`src/rtl/pvcr_pkg.sv`:
```
// shared types, constants and codes for the mapping entry resolver
`default_nettype none
package pvcr_pkg;

    localparam int MAX_VALUES_DEF    = 16;
    localparam int POSITION_BITS_DEF = 20;

    // widest value entry reported, and least gap that holds a status word
    localparam int VALUE_WIDTH_CLAMP = 64;
    localparam int STATUS_GAP_BITS   = 16;
    localparam int BYTE_SHIFT        = 3;

    localparam int VBYTE_W  = 17;
    localparam int VWIDTH_W = 7;
    localparam int STATB_W  = 18;
    localparam int IMAGE_W  = 20;
    localparam int MEM_W    = VBYTE_W + VWIDTH_W + 16 + 8;

    localparam logic [1:0] KIND_VALUE   = 2'd0;
    localparam logic [1:0] KIND_CHANNEL = 2'd1;
    localparam logic [1:0] KIND_DONE    = 2'd2;

    localparam logic [1:0] STAT_OK         = 2'd0;
    localparam logic [1:0] STAT_MISALIGNED = 2'd1;
    localparam logic [1:0] STAT_OVERFLOW   = 2'd2;

    localparam logic [STATB_W-1:0] STATUS_NONE = '1;

    localparam logic REG_SYNC_CHANNEL    = 1'b0;
    localparam logic REG_MIN_VALUE_WIDTH = 1'b1;

    localparam logic [7:0] SYNC_CHANNEL_RST    = 8'd2;
    localparam logic [7:0] MIN_VALUE_WIDTH_RST = 8'd16;

    typedef struct packed {
        logic [7:0] sync_channel;
        logic [7:0] min_value_width;
    } t_cfg;

    // classified entry handed from front to back
    typedef struct packed {
        logic                match;
        logic                is_value;
        logic                mapping_end;
        logic                list_end;
        logic [15:0]         mapping_number;
        logic [15:0]         object_number;
        logic [7:0]          object_sub;
        logic [7:0]          entry_width;
        logic [VWIDTH_W-1:0] value_width;
    } t_op;

    typedef struct packed {
        logic [1:0]          record_kind;
        logic [VBYTE_W-1:0]  value_byte;
        logic [VWIDTH_W-1:0] value_width;
        logic [15:0]         value_object;
        logic [7:0]          value_sub;
        logic [15:0]         channel_mapping;
        logic [STATB_W-1:0]  status_byte;
        logic [IMAGE_W-1:0]  image_size_bits;
        logic [1:0]          result_status;
        logic                last_in_run;
    } t_rec;

endpackage
`default_nettype wire

```
`src/rtl/pvcr_front.sv`:
```
// front end: takes input items and classifies them for the back end
`default_nettype none
module pvcr_front
    import pvcr_pkg::*;
(
    input  wire logic        i_s_valid,
    output logic             o_s_ready,
    input  wire logic [55:0] i_s_data,
    input  wire logic        i_s_mapping_end,
    input  wire logic        i_s_list_end,
    input  wire t_cfg        i_cfg,
    input  wire logic        i_queue_full,
    output logic             o_push,
    output t_op              o_op
);

    logic [7:0] entry_sync;
    logic [7:0] width;

    assign entry_sync = i_s_data[7:0];
    assign width      = i_s_data[55:48];
    assign o_s_ready  = !i_queue_full;
    assign o_push     = i_s_valid && !i_queue_full;

    always_comb begin
        o_op.match          = (entry_sync == i_cfg.sync_channel);
        o_op.is_value       = (width >= i_cfg.min_value_width);
        o_op.mapping_end    = i_s_mapping_end;
        o_op.list_end       = i_s_list_end;
        o_op.mapping_number = i_s_data[23:8];
        o_op.object_number  = i_s_data[39:24];
        o_op.object_sub     = i_s_data[47:40];
        o_op.entry_width    = width;
        if (width > 8'(VALUE_WIDTH_CLAMP)) begin
            o_op.value_width = VWIDTH_W'(VALUE_WIDTH_CLAMP);
        end else begin
            o_op.value_width = width[VWIDTH_W-1:0];
        end
    end

endmodule
`default_nettype wire

```
`src/rtl/pvcr_queue.sv`:
```
// two-entry queue of classified items between front and back
`default_nettype none
module pvcr_queue
    import pvcr_pkg::*;
(
    input  wire logic i_clk,
    input  wire logic i_rst_n,
    input  wire logic i_push,
    input  wire t_op  i_op,
    output logic      o_full,
    input  wire logic i_pop,
    output logic      o_valid,
    output t_op       o_op
);

    t_op        r_slot [2];
    logic       r_wr;
    logic       r_rd;
    logic [1:0] r_cnt;
    logic       push_ok;
    logic       pop_ok;

    assign o_full  = (r_cnt == 2'd2);
    assign o_valid = (r_cnt != 2'd0);
    assign o_op    = r_slot[r_rd];
    assign push_ok = i_push && !o_full;
    assign pop_ok  = i_pop && o_valid;

    always_ff @(posedge i_clk) begin
        if (!i_rst_n) begin
            r_wr  <= 1'b0;
            r_rd  <= 1'b0;
            r_cnt <= 2'd0;
        end else begin
            if (push_ok) begin
                r_wr <= !r_wr;
            end
            if (pop_ok) begin
                r_rd <= !r_rd;
            end
            r_cnt <= r_cnt + 2'(push_ok) - 2'(pop_ok);
        end
    end

    always_ff @(posedge i_clk) begin
        if (push_ok) begin
            r_slot[r_wr] <= i_op;
        end
    end

endmodule
`default_nettype wire

```
`src/rtl/pvcr_back.sv`:
```
// back end: bit position tracking, value buffer and record sequencing
`default_nettype none
module pvcr_back
    import pvcr_pkg::*;
#(
    parameter int MAX_VALUES    = MAX_VALUES_DEF,
    parameter int POSITION_BITS = POSITION_BITS_DEF
) (
    input  wire logic i_clk,
    input  wire logic i_rst_n,
    input  wire logic i_op_valid,
    input  wire t_op  i_op,
    output logic      o_pop,
    output logic      o_valid,
    input  wire logic i_ready,
    output t_rec      o_rec
);

    localparam int PB = POSITION_BITS;
    localparam int CW = $clog2(MAX_VALUES + 1);
    localparam int IW = (MAX_VALUES > 1) ? $clog2(MAX_VALUES) : 1;

    typedef enum logic [2:0] {
        S_IDLE,
        S_CLOSE,
        S_READ,
        S_EMIT,
        S_CHAN,
        S_DONE
    } t_state;

    t_state          r_state;
    logic [PB-1:0]   r_pos;
    logic [PB-1:0]   r_map_start;
    logic [PB-1:0]   r_chan_start;
    logic [PB-1:0]   r_first;
    logic [CW-1:0]   r_count;
    logic [CW-1:0]   r_idx;
    logic            r_aligned;
    logic [1:0]      r_fail;
    logic            r_lend;
    logic [15:0]     r_mapping;
    logic            r_o_valid;
    t_rec            r_rec;

    logic [MEM_W-1:0] r_mem [MAX_VALUES];
    logic [MEM_W-1:0] r_rd_data;

    logic [PB-1:0]    n_pos;
    logic [PB-1:0]    n_first;
    logic [CW-1:0]    n_count;
    logic             n_aligned;
    logic [1:0]       n_fail;
    logic             n_close;
    logic             mem_we;
    logic [PB:0]      sum;
    logic [MEM_W-1:0] wr_data;
    logic [PB+VBYTE_W-1:0] pos_wide;
    logic [PB+STATB_W-1:0] chan_wide;
    logic [PB+IMAGE_W-1:0] img_wide;
    logic [PB-1:0]    gap;
    logic             out_free;
    logic             take;
    logic             misaligned;

    assign out_free = !r_o_valid || i_ready;
    assign o_valid  = r_o_valid;
    assign o_rec    = r_rec;
    assign o_pop    = (r_state == S_IDLE);
    assign take     = (r_state == S_IDLE) && i_op_valid;

    assign pos_wide  = {{VBYTE_W{1'b0}}, r_pos} >> BYTE_SHIFT;
    assign chan_wide = {{STATB_W{1'b0}}, r_chan_start} >> BYTE_SHIFT;
    assign img_wide  = {{IMAGE_W{1'b0}}, r_pos};
    assign gap       = r_first - r_chan_start;
    assign wr_data   = {pos_wide[VBYTE_W-1:0], i_op.value_width, i_op.object_number,
                        i_op.object_sub};
    assign misaligned = !r_aligned || (r_map_start[2:0] != 3'd0) || (r_pos[2:0] != 3'd0);

    // state update for one entry, applied when it leaves the queue
    always_comb begin
        n_pos     = r_pos;
        n_first   = r_first;
        n_count   = r_count;
        n_aligned = r_aligned;
        n_fail    = r_fail;
        mem_we    = 1'b0;
        sum       = {1'b0, r_pos} + (PB+1)'(i_op.entry_width);
        if (i_op.match && (r_fail == STAT_OK)) begin
            if (i_op.is_value) begin
                if (r_count == CW'(MAX_VALUES)) begin
                    n_fail = STAT_OVERFLOW;
                end else begin
                    if (r_pos[2:0] != 3'd0) begin
                        n_aligned = 1'b0;
                    end
                    if (r_count == '0) begin
                        n_first = r_pos;
                    end
                    mem_we  = take;
                    n_count = r_count + CW'(1);
                end
            end
            if (n_fail == STAT_OK) begin
                if (sum[PB]) begin
                    n_fail = STAT_OVERFLOW;
                end else begin
                    n_pos = sum[PB-1:0];
                end
            end
        end
        n_close = (n_fail == STAT_OK) &&
                  ((i_op.match && i_op.mapping_end) || i_op.list_end);
    end

    always_ff @(posedge i_clk) begin
        if (mem_we) begin
            r_mem[r_count[IW-1:0]] <= wr_data;
        end
        r_rd_data <= r_mem[r_idx[IW-1:0]];
    end

    always_ff @(posedge i_clk) begin
        if (!i_rst_n) begin
            r_state      <= S_IDLE;
            r_pos        <= '0;
            r_map_start  <= '0;
            r_chan_start <= '0;
            r_first      <= '0;
            r_count      <= '0;
            r_idx        <= '0;
            r_aligned    <= 1'b1;
            r_fail       <= STAT_OK;
            r_lend       <= 1'b0;
            r_o_valid    <= 1'b0;
        end else begin
            if (out_free) begin
                r_o_valid <= 1'b0;
            end
            case (r_state)
                S_IDLE: begin
                    if (i_op_valid) begin
                        r_pos     <= n_pos;
                        r_first   <= n_first;
                        r_count   <= n_count;
                        r_aligned <= n_aligned;
                        r_fail    <= n_fail;
                        r_lend    <= i_op.list_end;
                        r_mapping <= i_op.mapping_number;
                        if (n_close) begin
                            r_state <= S_CLOSE;
                        end else if (i_op.list_end) begin
                            r_state <= S_DONE;
                        end
                    end
                end
                S_CLOSE: begin
                    if ((r_fail == STAT_OK) && (r_count != '0) && !misaligned) begin
                        r_idx   <= '0;
                        r_state <= S_READ;
                    end else begin
                        if ((r_fail == STAT_OK) && (r_count != '0)) begin
                            r_fail <= STAT_MISALIGNED;
                        end
                        r_map_start <= r_pos;
                        r_count     <= '0;
                        r_aligned   <= 1'b1;
                        r_state     <= r_lend ? S_DONE : S_IDLE;
                    end
                end
                S_READ: begin
                    r_state <= S_EMIT;
                end
                S_EMIT: begin
                    if (out_free) begin
                        r_o_valid <= 1'b1;
                        r_rec     <= '0;
                        r_rec.record_kind  <= KIND_VALUE;
                        r_rec.value_byte   <= r_rd_data[MEM_W-1 -: VBYTE_W];
                        r_rec.value_width  <= r_rd_data[MEM_W-VBYTE_W-1 -: VWIDTH_W];
                        r_rec.value_object <= r_rd_data[23:8];
                        r_rec.value_sub    <= r_rd_data[7:0];
                        if (r_idx + CW'(1) == r_count) begin
                            r_state <= S_CHAN;
                        end else begin
                            r_idx   <= r_idx + CW'(1);
                            r_state <= S_READ;
                        end
                    end
                end
                S_CHAN: begin
                    if (out_free) begin
                        r_o_valid <= 1'b1;
                        r_rec     <= '0;
                        r_rec.record_kind     <= KIND_CHANNEL;
                        r_rec.channel_mapping <= r_mapping;
                        if (gap >= PB'(STATUS_GAP_BITS)) begin
                            r_rec.status_byte <= chan_wide[STATB_W-1:0];
                        end else begin
                            r_rec.status_byte <= STATUS_NONE;
                        end
                        r_rec.last_in_run <= !r_lend;
                        r_chan_start <= r_pos;
                        r_map_start  <= r_pos;
                        r_count      <= '0;
                        r_aligned    <= 1'b1;
                        r_state      <= r_lend ? S_DONE : S_IDLE;
                    end
                end
                S_DONE: begin
                    if (out_free) begin
                        r_o_valid <= 1'b1;
                        r_rec     <= '0;
                        r_rec.record_kind <= KIND_DONE;
                        if (r_fail == STAT_OK) begin
                            r_rec.image_size_bits <= img_wide[IMAGE_W-1:0];
                        end
                        r_rec.result_status <= r_fail;
                        r_rec.last_in_run   <= 1'b1;
                        // list closed: back to the reset picture
                        r_pos        <= '0;
                        r_map_start  <= '0;
                        r_chan_start <= '0;
                        r_first      <= '0;
                        r_count      <= '0;
                        r_aligned    <= 1'b1;
                        r_fail       <= STAT_OK;
                        r_state      <= S_IDLE;
                    end
                end
                default: begin
                    r_state <= S_IDLE;
                end
            endcase
        end
    end

endmodule
`default_nettype wire

```
`src/rtl/pdo_value_channel_resolver.sv`:
```
// top level: config registers, front end, queue and back end
//
//  channel   dir  handshake                  carries
//  s_axis    in   i_s_axis_tvalid/tready     one mapping entry
//  m_axis    out  o_m_axis_tvalid/tready     value, channel or done record
//  apb       in   psel/penable, pready=1     sync_channel at 0, min_value_width at 4
//
//  the back end takes an entry from the queue only while idle; an entry that
//  closes a mapping with n aligned buffered values goes through close, a read
//  and an emit per value, then the channel record, and a done record on list end
//  a two-entry queue lets the front keep taking entries while records drain
//  synchronous active-low reset clears all control state; no clearing pass
//  either stream may stall at any cycle
`default_nettype none
module pdo_value_channel_resolver
    import pvcr_pkg::*;
#(
    parameter int MAX_VALUES    = MAX_VALUES_DEF,
    parameter int POSITION_BITS = POSITION_BITS_DEF
) (
    input  wire logic         i_clk,
    input  wire logic         i_rst_n,
    input  wire logic         i_s_axis_tvalid,
    output logic              o_s_axis_tready,
    // entry_sync, mapping_number, object_number, object_sub, entry_width
    input  wire logic [55:0]  i_s_axis_tdata,
    // mapping_end
    input  wire logic         i_s_axis_tuser,
    input  wire logic         i_s_axis_tlast,
    output logic              o_m_axis_tvalid,
    input  wire logic         i_m_axis_tready,
    // value_byte, value_width, value_object, value_sub, channel_mapping,
    // status_byte, image_size_bits, result_status
    output logic [103:0]      o_m_axis_tdata,
    // record_kind
    output logic [1:0]        o_m_axis_tuser,
    output logic              o_m_axis_tlast,
    input  wire logic         psel,
    input  wire logic         penable,
    input  wire logic         pwrite,
    input  wire logic [2:0]   paddr,
    input  wire logic [31:0]  pwdata,
    output logic [31:0]       prdata,
    output logic              pready
);

    t_cfg r_cfg;
    logic push;
    logic full;
    logic pop;
    logic q_valid;
    t_op  op_in;
    t_op  op_out;
    t_rec rec;

    assign pready = 1'b1;

    always_ff @(posedge i_clk) begin
        if (!i_rst_n) begin
            r_cfg.sync_channel    <= SYNC_CHANNEL_RST;
            r_cfg.min_value_width <= MIN_VALUE_WIDTH_RST;
        end else if (psel && penable && pwrite) begin
            case (paddr[2])
                REG_SYNC_CHANNEL:    r_cfg.sync_channel    <= pwdata[7:0];
                REG_MIN_VALUE_WIDTH: r_cfg.min_value_width <= pwdata[7:0];
                default: begin
                end
            endcase
        end
    end

    always_comb begin
        case (paddr[2])
            REG_SYNC_CHANNEL:    prdata = {24'd0, r_cfg.sync_channel};
            REG_MIN_VALUE_WIDTH: prdata = {24'd0, r_cfg.min_value_width};
            default:             prdata = '0;
        endcase
    end

    pvcr_front u_front (
        .i_s_valid       (i_s_axis_tvalid),
        .o_s_ready       (o_s_axis_tready),
        .i_s_data        (i_s_axis_tdata),
        .i_s_mapping_end (i_s_axis_tuser),
        .i_s_list_end    (i_s_axis_tlast),
        .i_cfg           (r_cfg),
        .i_queue_full    (full),
        .o_push          (push),
        .o_op            (op_in)
    );

    pvcr_queue u_queue (
        .i_clk   (i_clk),
        .i_rst_n (i_rst_n),
        .i_push  (push),
        .i_op    (op_in),
        .o_full  (full),
        .i_pop   (pop),
        .o_valid (q_valid),
        .o_op    (op_out)
    );

    pvcr_back #(
        .MAX_VALUES    (MAX_VALUES),
        .POSITION_BITS (POSITION_BITS)
    ) u_back (
        .i_clk      (i_clk),
        .i_rst_n    (i_rst_n),
        .i_op_valid (q_valid),
        .i_op       (op_out),
        .o_pop      (pop),
        .o_valid    (o_m_axis_tvalid),
        .i_ready    (i_m_axis_tready),
        .o_rec      (rec)
    );

    assign o_m_axis_tdata = {rec.result_status, rec.image_size_bits, rec.status_byte,
                             rec.channel_mapping, rec.value_sub, rec.value_object,
                             rec.value_width, rec.value_byte};
    assign o_m_axis_tuser = rec.record_kind;
    assign o_m_axis_tlast = rec.last_in_run;

endmodule
`default_nettype wire
```
`config.mk`:
```
export PLATFORM = sky130hd
export DESIGN_NAME = pdo_value_channel_resolver
export DESIGN_NICKNAME = d
export VERILOG_FILES = /design/src/rtl/pvcr_pkg.sv /design/src/rtl/pvcr_front.sv /design/src/rtl/pvcr_queue.sv /design/src/rtl/pvcr_back.sv /design/src/rtl/pdo_value_channel_resolver.sv
export SDC_FILE = /design/constraint.sdc
export NUM_CORES = 1
export LEC_CHECK = 0
export ABC_AREA = 1
export BUFFER_PORTS_ARGS = -buffer_cell sky130_fd_sc_hd__buf_2
export CORE_ASPECT_RATIO = 1.2
export CORE_UTILIZATION = 50
export CTS_BUF_LIST = sky130_fd_sc_hd__clkbuf_2
export DETAILED_ROUTE_END_ITERATION = 6
export PLACE_DENSITY_LB_ADDON = 0.2
export SYNTH_ARGS = -nofsm -noshare
export SYNTH_HDL_FRONTEND = slang
export SYNTH_HIERARCHICAL = 1
export SYNTH_SLANG_ARGS = --single-unit
```
`constraint.sdc`:
```
create_clock -name i_clk -period 7.7 [get_ports i_clk]
set_input_delay 1.925 -clock i_clk [delete_from_list [all_inputs] [get_ports i_clk]]
set_output_delay 1.925 -clock i_clk [all_outputs]
set_load 0.005 [all_outputs]
```
==> results.yml <==
cts:
  htreeDepth: 5
  clkLatencyLatePin_ns: 1.44
  tritoncts: "built"
  clk_pin_slew_worst_paths_ns: 0.10
  post-cts-setup-buffers: 0
  root_buffer: "clkbuf_2"
  ctsHoldBuffers: 0
  cts_buffers: 294
  cts_resized: 0
  cts.path.max_buffers: 4
  numClockSinks: 1159
logic_synthesis:
  yosys_warnings: 6
  synth_top_family_by_area: "simple AND/OR/NAND/NOR gates"
  synthMuxAreaShare_pct: 4.43
  ys_ff_latch: 1159
  netlist_area_sq_um: 47000
  syn_area_per_cell_sq_um: 12.9
  yosysUniqueCellTypes: 52
  synth_compound_area_share_pct: 8.65
  yosys.area_share.xor_xnor_pct: 0.224
  synth_fa_ha_area_share_pct: 1.20
  synth_cells: 3653
  synthSimpleGateAreaFrac_pct: 9.69
  seq_area_frac_synth_pct: 70.9
routing:
  vias: 29312
  route.met3.wl_mm: 7.03
  drtPass1Iterations: 5
  drc: 0
  drt_iter0_drc: 2484
  postRouteAntennaNets: 0
  routed.top_layer: "met4"
  wl_per_cell_microns: 19.9
  drt_wl_total_mm: 107
  drt-vias-per-instance: 5.45
  wl_met2_mm: 51.9
  met1_length_mm: 46.0
critical_path:
  cp.arrival_ns: 2.68
  slowest_delay_ns: 0.32
  worstSetupStartpointType: "input port"
  cp.depth: 5
  critPathTopFamily: "buffers and inverters"
  rrSetupSlack_ns: 3.24
  crit_path_end_kind: "output pin"
  slowest_stage: "buf_2"
  cp-startpoint: "paddr[2]"
  crit_fanout: 18
  r2r_cells: 8
  rr_endpoint: "u_back/r_mem[2][2]"
  crit_buf_inv: 3
  crit_end: "prdata[0]"
  path_cells: "buf_2 > inv_4 > nand2_1 > nand2_1 > buf_2"
  worst_ep_required_time_ns: 5.78
  critical_path_class: "input port to output pin"
placement:
  dp_hpwl_mm: 56.3
  gp_congestion: 0.874
  place.port_buffers: 190
sta:
  fin_crit_ns: 4.60
  finalSetupTns_ns: 0
  fmax_ghz: 0.217
  final_max_slew_viol_count: 0
  worst_slew_pin_slew_ns: 1.12
  setup_viol: 0
  fin_crit_sh_pct: 59.8
  slew_headroom_pct: 25.3
  hold_viol: 0
  grt_setup_unrepaired: "no"
  clock_skew_ns: 0.134
  hold_ws_ns: 0.486
grt:
  grt_pass1_vias: 28899
  grt-ovfl-total: 0
  antenna_found_initial: 5
  grt_usage_pct: 22.7
  grt_pass1_wl_mm: 162
  grt_max_degree: 216
power:
  peakVddDrop_uv: 359
  power.density_nw_per_um2: 318
  p_leak_nw: 18.2
floorplanning:
  die_w_microns: 282
  ios: 242
  core_area_sq_um: 92700
  num_rows: 122
  initial_core_util_pct: 50.7
  fp.dieH_microns: 338
  die_area_sq_um: 95200
worst_hold_path:
  min_from: "u_back/r_rd_data[37]"
  min_path_type: "flip-flop to flip-flop"
finish:
  drive_gt1_share_pct: 19.5
  post-route-util_pct: 55.3
  finalNetCount: 4072
  syn_to_final_growth_pct: 9.02
run_status:
  outcome: "finished clean"
job:
  cap_viol_max_count: 0
[registers in the layout (all words and copies together), names as in the netlist, named ones only]
| name | flops |
|---|---|
| u_back/r_pos | 20 |
| u_back/r_fail | 2 |
| u_back/r_lend | 1 |
| u_back/r_mem | 768 |
| u_back/r_state | 3 |
| u_back/r_mapping | 16 |
| u_back/r_idx | 5 |
| u_queue/r_wr | 1 |
| u_back/r_rd_data | 48 |
| u_queue/r_cnt | 2 |
| u_back/r_first | 20 |
| u_back/o_rec | 107 |
| u_queue/r_slot | 118 |
| u_back/r_map_start | 3 |
| u_queue/r_rd | 1 |
| u_back/r_count | 5 |
| u_back/r_aligned | 1 |
| r_cfg | 16 |
| u_back/r_chan_start | 20 |
[cell type report]
cell class | count | area (sq um)
Fill cell | 7833 | 41400
Timing Repair Buffer | 224 | 1230
Tap cell | 1240 | 1550
Sequential cell | 1159 | 33300
Inverter | 234 | 895
Clock buffer | 404 | 2020
Multi-Input combinational cell | 2015 | 11600
Clock inverter | 100 | 612
Antenna cell | 4 | 10.0
[routing by layer]
layer	up-vias	GRT usage, %
met2	996	37.6
met1	14315	29.7
met4	0	7.71
met5	-	0
met3	147	4.66
li1	13854	-
[Yosys cell counts (all sizes together)]
cell    count  area share (%)
a211oi      5           0.091
a21boi      1           0.016
a21o        3           0.048
a21oi     102             1.1
a31o        1           0.019
a31oi       2           0.027
and2        2           0.027
buf       133             2.0
clkbuf    135             1.1
clkinv      2           0.016
conb        2           0.016
dfxtp     150             6.4
edfxtp   1009              64
fa          2           0.085
ha         42             1.1
inv       232             1.9
mux2       59             1.5
mux2i     138             2.9
nand2     379             3.1
nand3     122             1.4
nand3b      8            0.15
nand4       9            0.12
nor2      543             4.5
nor3       38            0.44
o211ai     50            0.80
o21a        2           0.032
o21ai     274             2.9
o21bai      2           0.032
o221ai    138             2.6
o22ai       7           0.093
o311ai      1           0.019
o32ai      47            0.88
or2         1           0.013
xnor2       3           0.056
xor2        9            0.17
[cells in the final DEF, fill, tap and decap left out, types with 22 or more instances in the layout]
master and instances:
ha_1 42, inv_1 212, nor2_1 512, clkinv_1 70
edfxtp_1 1009, nand3_1 118, o32ai_1 47, mux2_2 49
buf_4 32, o21ai_0 263, conb_1 25, clkbuf_2 404
o221ai_1 138, mux2i_1 138, o211ai_1 50, nor3_1 35
a21oi_1 99, dfxtp_1 145, nand2_1 362, buf_2 190
nor2_4 23, inv_2 22
[power by group]
group,internal [mW],leakage [nW],switching (mW)
clock,1.69,1.99,2.36
sequential,7.85,10.4,0.433
combinational,1.29,5.88,2.66
[worst min path at each step]
stage                                       end  cells after the start
final                          u_back/o_rec[94]                      2
after global routing      u_queue/r_slot[1][41]                      1
after detailed placement       u_back/r_fail[1]                      2
after global placement         u_back/r_fail[1]                      2
after CTS                 u_queue/r_slot[0][40]                      1
after floorplan                u_back/r_aligned                      2
[through the flow]
| step | total power, mW | cells | instance area, sq um | setup slack (ns) |
|---|---|---|---|---|
| 2_1_floorplan | 11.2 | 3676 | 47100 | 2.58 |
| 3_3_place_gp | 12.3 | 4872 | 48600 | 3.11 |
| 3_5_place_dp | 12.4 | 4872 | 48600 | 3.09 |
| 4_1_cts | 16.4 | 5376 | 51200 | 3.09 |
| 5_1_grt | 17.3 | 5380 | 51200 | 2.95 |
| 6_report | 16.3 | 5380 | 51200 | 3.10 |
[worst register-to-register path: cells and delay by family (launching register included)]
kind          cells  cell delay [ns]
buf+inv           2             0.68
flops             1             1.05
mux               1             0.34
simple gates      5             1.94
[logic make-up (layout without fill, tap and decap cells)]
| family | Yosys count | after routing |
|---|---|---|
| multiplexers | 197 | 197 |
| flip-flops | 1159 | 1159 |
| buffers and inverters | 502 | 962 |
| AO/OA/AOI/OAI | 635 | 635 |
| AND/OR/NAND/NOR | 1102 | 1102 |
| adder cells (fa/ha/maj) | 44 | 44 |
| other | 2 | 29 |
| XOR/XNOR | 12 | 12 |
Power figures use the tool's default switching activity.
